===== src/sv/sct_pkg.sv =====
// Shared types and constants of the sprite corner transform.
`default_nettype none

package sct_pkg;

  localparam int unsigned FX_W        = 32;
  localparam int unsigned SIZE_W      = 26;
  localparam int unsigned ZOOM_W      = 24;
  localparam int unsigned ANGLE_W     = 25;
  localparam int unsigned FLIP_W      = 2;
  localparam int unsigned TILE_W      = 12;
  localparam int unsigned COORD_W     = 16;
  localparam int unsigned KIND_W      = 2;
  localparam int unsigned TRIG_W      = 18;
  localparam int unsigned IN_TDATA_W  = 184;
  localparam int unsigned OUT_TDATA_W = 144;

  // 1.0 in 16.16, full turn of 360 degrees in 16.16
  localparam logic [ZOOM_W-1:0]  ZOOM_ONE  = 24'd65536;
  localparam logic [ANGLE_W-1:0] FULL_TURN = 25'd23592960;
  localparam logic [ANGLE_W-1:0] DEG_TURN  = 25'd360;
  // floor(2^34 / 360), quotient estimate is low by at most one
  localparam int unsigned        RECIP_SH  = 34;
  localparam logic [25:0]        RECIP_360 = 26'd47721858;

  typedef enum logic [KIND_W-1:0] {
    KIND_NORMAL    = 2'd0,
    KIND_SCALED    = 2'd1,
    KIND_DISTORTED = 2'd2
  } draw_kind_e;

  typedef logic signed [FX_W-1:0]   fx_t;
  typedef logic signed [TRIG_W-1:0] trig_t;

  typedef struct packed {
    fx_t                       pos_x;
    fx_t                       pos_y;
    logic [SIZE_W-1:0]         width_fx;
    logic [SIZE_W-1:0]         height_fx;
    logic [ZOOM_W-1:0]         zoom;
    logic signed [ANGLE_W-1:0] rotation;
    logic [FLIP_W-1:0]         flip_bits;
    logic [TILE_W-1:0]         tile_index;
  } sprite_t;

  typedef struct packed {
    draw_kind_e        kind;
    fx_t               pos_x;
    fx_t               pos_y;
    fx_t               cen_x;
    fx_t               cen_y;
    fx_t               half_x;
    fx_t               half_y;
    fx_t               neg_x;
    fx_t               neg_y;
    logic [FLIP_W-1:0] flip;
    logic [TILE_W-1:0] tile;
  } geom_t;

  typedef struct packed {
    draw_kind_e                kind;
    logic signed [COORD_W-1:0] corner0_x;
    logic signed [COORD_W-1:0] corner0_y;
    logic signed [COORD_W-1:0] corner1_x;
    logic signed [COORD_W-1:0] corner1_y;
    logic signed [COORD_W-1:0] corner2_x;
    logic signed [COORD_W-1:0] corner2_y;
    logic signed [COORD_W-1:0] corner3_x;
    logic signed [COORD_W-1:0] corner3_y;
    logic [FLIP_W-1:0]         flip_out;
    logic [TILE_W-1:0]         tile_out;
  } corners_t;

endpackage

`default_nettype wire


===== src/sv/sct_front.sv =====
// Front pipeline: draw kind decode, zoomed size, centre and sine table index.
`default_nettype none

module sct_front
  import sct_pkg::*;
#(
  parameter  int unsigned SINE_STEPS = 1024,
  localparam int unsigned IDX_W      = $clog2(SINE_STEPS)
) (
  input  wire              clk_i,
  input  wire              rst_ni,
  input  wire              in_valid_i,
  output logic             in_ready_o,
  input  sprite_t          sprite_i,
  output logic             out_valid_o,
  input  wire              out_ready_i,
  output geom_t            geom_o,
  output logic [IDX_W-1:0] idx_o
);

  localparam int unsigned STEP_W = $clog2(SINE_STEPS + 1);
  localparam int unsigned TP_W   = ANGLE_W + STEP_W;
  localparam int unsigned QP_W   = ANGLE_W + 26;

  // stage 1
  logic                   v1_q;
  draw_kind_e             kind1_q, kind1_d;
  fx_t                    px1_q, py1_q, hx1_q, hy1_q;
  logic [ANGLE_W-1:0]     n1_q, n1_d;
  logic [FLIP_W-1:0]      flip1_q;
  logic [TILE_W-1:0]      tile1_q;
  logic [SIZE_W-1:0]      op_w, op_h;
  logic [SIZE_W+ZOOM_W-1:0] prod_w, prod_h;
  logic [ANGLE_W-1:0]     ang;
  logic [TP_W-1:0]        turn_prod;

  // stage 2
  logic                   v2_q;
  geom_t                  geom2_q, geom2_d;
  logic [ANGLE_W-1:0]     n2_q;
  logic [IDX_W-1:0]       q2_q, q2_d;
  logic [QP_W-1:0]        quot_prod;

  // stage 3
  logic                   v3_q;
  geom_t                  geom3_q;
  logic [IDX_W-1:0]       idx3_q, idx3_d;
  logic [ANGLE_W-1:0]     rem3;

  logic rdy1, rdy2, rdy3;

  assign rdy3       = !v3_q || out_ready_i;
  assign rdy2       = !v2_q || rdy3;
  assign rdy1       = !v1_q || rdy2;
  assign in_ready_o = rdy1;

  always_comb begin
    if (sprite_i.rotation == '0) begin
      kind1_d = (sprite_i.zoom == ZOOM_ONE) ? KIND_NORMAL : KIND_SCALED;
    end else begin
      kind1_d = KIND_DISTORTED;
    end
    // distorted sprites rotate the half size about the centre
    op_w   = (kind1_d == KIND_DISTORTED) ? (sprite_i.width_fx >> 1) : sprite_i.width_fx;
    op_h   = (kind1_d == KIND_DISTORTED) ? (sprite_i.height_fx >> 1) : sprite_i.height_fx;
    prod_w = (SIZE_W+ZOOM_W)'(op_w) * (SIZE_W+ZOOM_W)'(sprite_i.zoom);
    prod_h = (SIZE_W+ZOOM_W)'(op_h) * (SIZE_W+ZOOM_W)'(sprite_i.zoom);
    // one full turn added brings any negative angle into [0, 360)
    ang       = sprite_i.rotation[ANGLE_W-1] ?
                ANGLE_W'(sprite_i.rotation) + FULL_TURN : ANGLE_W'(sprite_i.rotation);
    turn_prod = TP_W'(ang) * TP_W'(SINE_STEPS);
    n1_d      = ANGLE_W'(turn_prod >> 16);
  end

  always_comb begin
    quot_prod       = QP_W'(n1_q) * QP_W'(RECIP_360);
    q2_d            = IDX_W'(quot_prod >> RECIP_SH);
    geom2_d.kind    = kind1_q;
    geom2_d.pos_x   = px1_q;
    geom2_d.pos_y   = py1_q;
    geom2_d.cen_x   = px1_q + hx1_q;
    geom2_d.cen_y   = py1_q + hy1_q;
    geom2_d.half_x  = hx1_q;
    geom2_d.half_y  = hy1_q;
    geom2_d.neg_x   = -hx1_q;
    geom2_d.neg_y   = -hy1_q;
    geom2_d.flip    = flip1_q;
    geom2_d.tile    = tile1_q;
  end

  always_comb begin
    rem3   = n2_q - ANGLE_W'(q2_q) * DEG_TURN;
    idx3_d = (rem3 >= DEG_TURN) ? q2_q + IDX_W'(1) : q2_q;
  end

  always_ff @(posedge clk_i or negedge rst_ni) begin
    if (!rst_ni) begin
      v1_q <= 1'b0;
      v2_q <= 1'b0;
      v3_q <= 1'b0;
    end else begin
      if (rdy1) v1_q <= in_valid_i;
      if (rdy2) v2_q <= v1_q;
      if (rdy3) v3_q <= v2_q;
    end
  end

  always_ff @(posedge clk_i) begin
    if (rdy1 && in_valid_i) begin
      kind1_q <= kind1_d;
      px1_q   <= sprite_i.pos_x;
      py1_q   <= sprite_i.pos_y;
      hx1_q   <= prod_w[FX_W+15:16];
      hy1_q   <= prod_h[FX_W+15:16];
      n1_q    <= n1_d;
      flip1_q <= sprite_i.flip_bits;
      tile1_q <= sprite_i.tile_index;
    end
    if (rdy2 && v1_q) begin
      geom2_q <= geom2_d;
      n2_q    <= n1_q;
      q2_q    <= q2_d;
    end
    if (rdy3 && v2_q) begin
      geom3_q <= geom2_q;
      idx3_q  <= idx3_d;
    end
  end

  assign out_valid_o = v3_q;
  assign geom_o      = geom3_q;
  assign idx_o       = idx3_q;

endmodule

`default_nettype wire


===== config.mk =====
export PLATFORM = sky130hd
export DESIGN_NAME = sct_front
export DESIGN_NICKNAME = d
export VERILOG_FILES = /design/src/sv/sct_pkg.sv /design/src/sv/sct_front.sv
export SDC_FILE = /design/constraint.sdc
export NUM_CORES = 2
export LEC_CHECK = 0
export ABC_AREA = 1
export BUFFER_PORTS_ARGS = -buffer_cell sky130_fd_sc_hd__buf_4
export CAP_MARGIN = 20
export CORE_UTILIZATION = 55
export DETAILED_ROUTE_END_ITERATION = 10
export PLACE_DENSITY = 0.81
export SETUP_SLACK_MARGIN = 0.02
export SLEW_MARGIN = 20
export SYNTH_ARGS = -nofsm -noshare
export SYNTH_HDL_FRONTEND = slang
export SYNTH_SLANG_ARGS = --single-unit

===== constraint.sdc =====
create_clock -name clk_i -period 13.7 [get_ports clk_i]
set_clock_uncertainty 0.1 [all_clocks]
set_input_delay 1.37 -clock clk_i [delete_from_list [all_inputs] [get_ports clk_i]]
set_output_delay 1.37 -clock clk_i [all_outputs]
set_load 0.03 [all_outputs]

==> results by stage <==
Floorplanning:
- The die is between 300 and 400 um wide.
- The height of the die is approximately 370 um.
- The total I/O pin count is approximately 470.
- The area inside the core boundary is 134000 sq um.
- The full die area is roughly 140000 sq um.
- Once the floorplan was initialized, standard cells occupied between 50% and 60% of the core.
- The floorplan has around 130 rows.

Logic synthesis:
- The async set-reset flop share out of synthesis is less than 1%.
- The commonest register cell after synthesis is sky130_fd_sc_hd__edfxtp_1.
- Summed over its instances, the top area cell type makes up 31.2% of the synthesized netlist area.
- The most frequent cell after synthesis is sky130_fd_sc_hd__inv_1.
- The number of different library cells in the post-synthesis netlist is 54.
- Ranked by total cell area, the synthesized netlist is headed by sky130_fd_sc_hd__fa_1 31%, sky130_fd_sc_hd__edfxtp_1 30%, sky130_fd_sc_hd__ha_1 9.5%.
- The number of synthesis warnings is 0.
- The number of storage elements in the synthesis netlist is about 740.
- The synthesized cell area is around 75000 sq um.
- The number of synthesized flops with an enable pin is 739.
- A synthesized cell averages roughly 10 sq um.
- The commonest cells after synthesis are 1678 x sky130_fd_sc_hd__inv_1, 1164 x sky130_fd_sc_hd__fa_1, 1103 x sky130_fd_sc_hd__nand2_1.
- Synthesis produced a netlist with a net count of around 9400.
- The gate count of the mapped netlist is about 7500.
- The library cell occupying the most area in the post-synthesis netlist is sky130_fd_sc_hd__fa_1.
- The sequential area share after synthesis is between 20 and 30%.

Setup path:
- The startpoint kind of the worst setup timing path is an input port.
- The terminus of the critical flop-to-flop path is q2_q[8].
- For this design, the slowest cell found on the critical path is sky130_fd_sc_hd__inv_2.
- The reg-to-reg setup timing slack is a little under 8 ns.
- The launch point of the worst reg-to-reg path is n1_q[8].
- STA puts the critical path data required time at 13.98 ns.
- For the worst flop-to-flop path, the logic depth is 20.
- For this run, the slowest stage of the critical path takes between 0.6 and 0.7 ns.
- At the worst endpoint, the arrival time is 10.38 ns.
- The element type at the critical path end is a register.
- The timing startpoint of the critical path is sprite_i[36].
- The most prevalent standard cell on the critical path is sky130_fd_sc_hd__inv_1.
- Along the worst path, the maximum fanout reaches 57.
- The setup path with the least slack is of type input port to register.

CTS:
- In this run, post-CTS hold repair placed 0 buffers.
- The latest clock arrival within the worst-skew pair is approximately 0.66 ns.
- Clock tree synthesis selected as its root buffer the cell sky130_fd_sc_hd__clkbuf_16.
- The number of sinks on the clock net is between 700 and 800.
- In this run the post-CTS setup repair buffer count came out at 0.
- The level count of the clock H-tree is 3.
- The number of clock buffers inserted by TritonCTS is 72.
- Once the clock tree was built, the resizer swapped 0 gates to a different size.
- The CTS tree is done.
- The clock-pin slew on the worst setup and hold paths is ~0.060 ns.
- The longest clock path from root to sink contains 3 buffers.

Timing:
- The final count of pins violating max slew is 0.
- Setup repair after global routing left no endpoint under its margin.
- The relative max-transition margin is between 20% and 30%.
- The total count of hold-check failures in the final report is 0.
- The share of the cycle needed by the critical path after routing is around 74%.
- The final number of setup-violating endpoints is 0.
- The transition time at the pin with the least slew margin is about 1.1 ns.
- The final-layout setup total negative slack is 0 ns.
- For this run, the top clock speed supported by timing is ~99 MHz.
- Subtracting the final worst setup slack from the clock period gives between 10 and 15 ns.

Layout:
- The final net count is around 9800.
- The synthesis-to-layout area growth is 10.4%.
- The layout cell share with drive strength beyond 1 is about a tenth.
- After the flow finishes, the layout carries non-filler instances totaling ~9700.
- Cells fill 61.5% of the core in the end.
- Summing all non-filler instances in the final layout gives an area of between 80000 and 90000 sq um.

Route:
- The final wirelength is around 220 mm.
- The detailed router's first-iteration violation count is a little under 6000.
- Detailed routing inserted a total of about 56000 vias.
- In this run the remaining antenna-violating nets after routing total 0.
- The routed wirelength normalized by instance count is about 23 um.
- The DRC violation count after routing is 0.
- The number of iterations in the first detailed-routing pass is 8.
- Using the TritonRoute via totals, the vias-per-cell ratio works out to 5.74.

Global route:
- The combined global-route utilization of all metal layers is 33.0%.
- The number of antenna violations at the first check in global routing is 4.
- The final global-route overflow total is 0.
- The pin count of the biggest net entering global routing is between 150 and 200.
- The first global-routing pass estimated 340 mm of wire.
- The number of global-route vias before repair is approximately 58000.

Status:
- The flow ran to the end, and the final reports show no timing, DRC or antenna violations.

Placement:
- The number of placed instances, taps included is between 9000 and 10000.
- The count of buffers added on input and output ports is about 470.
- The detailed placement HPWL is 174 mm.
- At the end of routability-driven placement, the weighted congestion stood at just over 1.
- In this run the cell area measured after placement is 79900 sq um.

Worst hold path:
- The path class of the tightest hold or removal check is register to register.
- The number of instances on the worst hold path is 0.
- The worst hold path startpoint is geom2_q[261].
- The path with the worst hold slack has its endpoint at geom_o[261].

Run:
- The max-capacitance violation count is 0.
==> cells in the final DEF, fill, tap and decap left out, types with 19 or more instances in the layout <==
cell | synthesis | routed
sky130_fd_sc_hd__o21a_1 | 19 | 19
sky130_fd_sc_hd__nand3_1 | 101 | 101
sky130_fd_sc_hd__xor2_1 | 148 | 148
sky130_fd_sc_hd__inv_2 | 18 | 24
sky130_fd_sc_hd__buf_4 | 5 | 518
sky130_fd_sc_hd__nand4_1 | 32 | 32
sky130_fd_sc_hd__clkbuf_16 | 0 | 72
sky130_fd_sc_hd__nor3_1 | 46 | 46
sky130_fd_sc_hd__edfxtp_1 | 739 | 739
sky130_fd_sc_hd__nor2_1 | 869 | 869
sky130_fd_sc_hd__nand2_2 | 23 | 23
sky130_fd_sc_hd__fa_1 | 1164 | 1164
sky130_fd_sc_hd__nor4_1 | 36 | 36
sky130_fd_sc_hd__a21oi_1 | 256 | 255
sky130_fd_sc_hd__or2_2 | 46 | 46
sky130_fd_sc_hd__inv_1 | 1678 | 1675
sky130_fd_sc_hd__xnor2_1 | 75 | 75
sky130_fd_sc_hd__clkinv_1 | 17 | 22
sky130_fd_sc_hd__o21ai_0 | 153 | 146
sky130_fd_sc_hd__ha_1 | 567 | 567
sky130_fd_sc_hd__nand2_1 | 1103 | 1103
sky130_fd_sc_hd__a31oi_1 | 29 | 29
==> metal layers <==
metal	up-vias	track usage [%]	routed length, um
met5	-	0.280	83
met4	8	18.1	14500
met3	818	10.2	29800
met2	3978	49.9	97200
met1	27100	42.4	81500
li1	23700	-	-
==> critical path, delay by kind of cell <==
kind / cells / cell delay, ns
AOI/OAI and AO/OA: 3 / 0.55
adders and majority gates: 8 / 4.09
and+or+nand+nor: 12 / 1.92
buffers and inverters: 13 / 2.38
==> kinds of logic (layout without fill, tap and decap cells) <==
logic type	count (synthesis)	in the layout	share of synthesized area (%)
adders and majority gates	1731	1731	40.7
and+or+nand+nor	2305	2305	12.7
xor gates and xnor gates	223	223	2.61
other	0	2	0
DFF	742	742	29.8
AOI/OAI and AO/OA	556	556	4.30
buffers and inverters	1934	2364	9.90
==> registers in the layout (all words and copies together), names as in the netlist <==
register and flops:
tile1_q 12, hx1_q 32, px1_q 32, n2_q 16, q2_q 10, geom_o 270, py1_q 32, idx_o 10
v2_q 1, hy1_q 32, v1_q 1, n1_q 19, geom2_q 270, kind1_q 2, out_valid_o 1, flip1_q 2
==> through the flow <==
step	hold WS, ns	worst slack, ns
2_1_floorplan	0.300	3.54
3_5_place_dp	0.305	3.15
5_1_grt	0.315	3.25
6_report	0.307	3.60
4_1_cts	0.296	3.85
3_3_place_gp	0.301	3.36
==> final cells by class <==
type,count,area [sq um]
multi-input combinational,4815,45100
fill,10700,51700
antenna,2,5.00
clock inverter,53,724
sequential,742,22300
timing repair buffer,519,3910
inverter,1715,6450
clock buffer,77,1820
tap,1768,2210
==> worst max path at each step <==
| stage | cells after the start | endpoint |
|---|---|---|
| 6_report | 36 | hy1_q[17] |
| 5_1_grt | 36 | hy1_q[17] |
| 4_1_cts | 36 | hy1_q[17] |
| 3_5_place_dp | 37 | hy1_q[29] |
| 3_3_place_gp | 37 | hy1_q[29] |
| 2_1_floorplan | 2 | geom_o[0] |
Power is left out: the tool's default activity adds up to more than one toggle a clock period on the data nets, which glitch-free logic cannot reach.
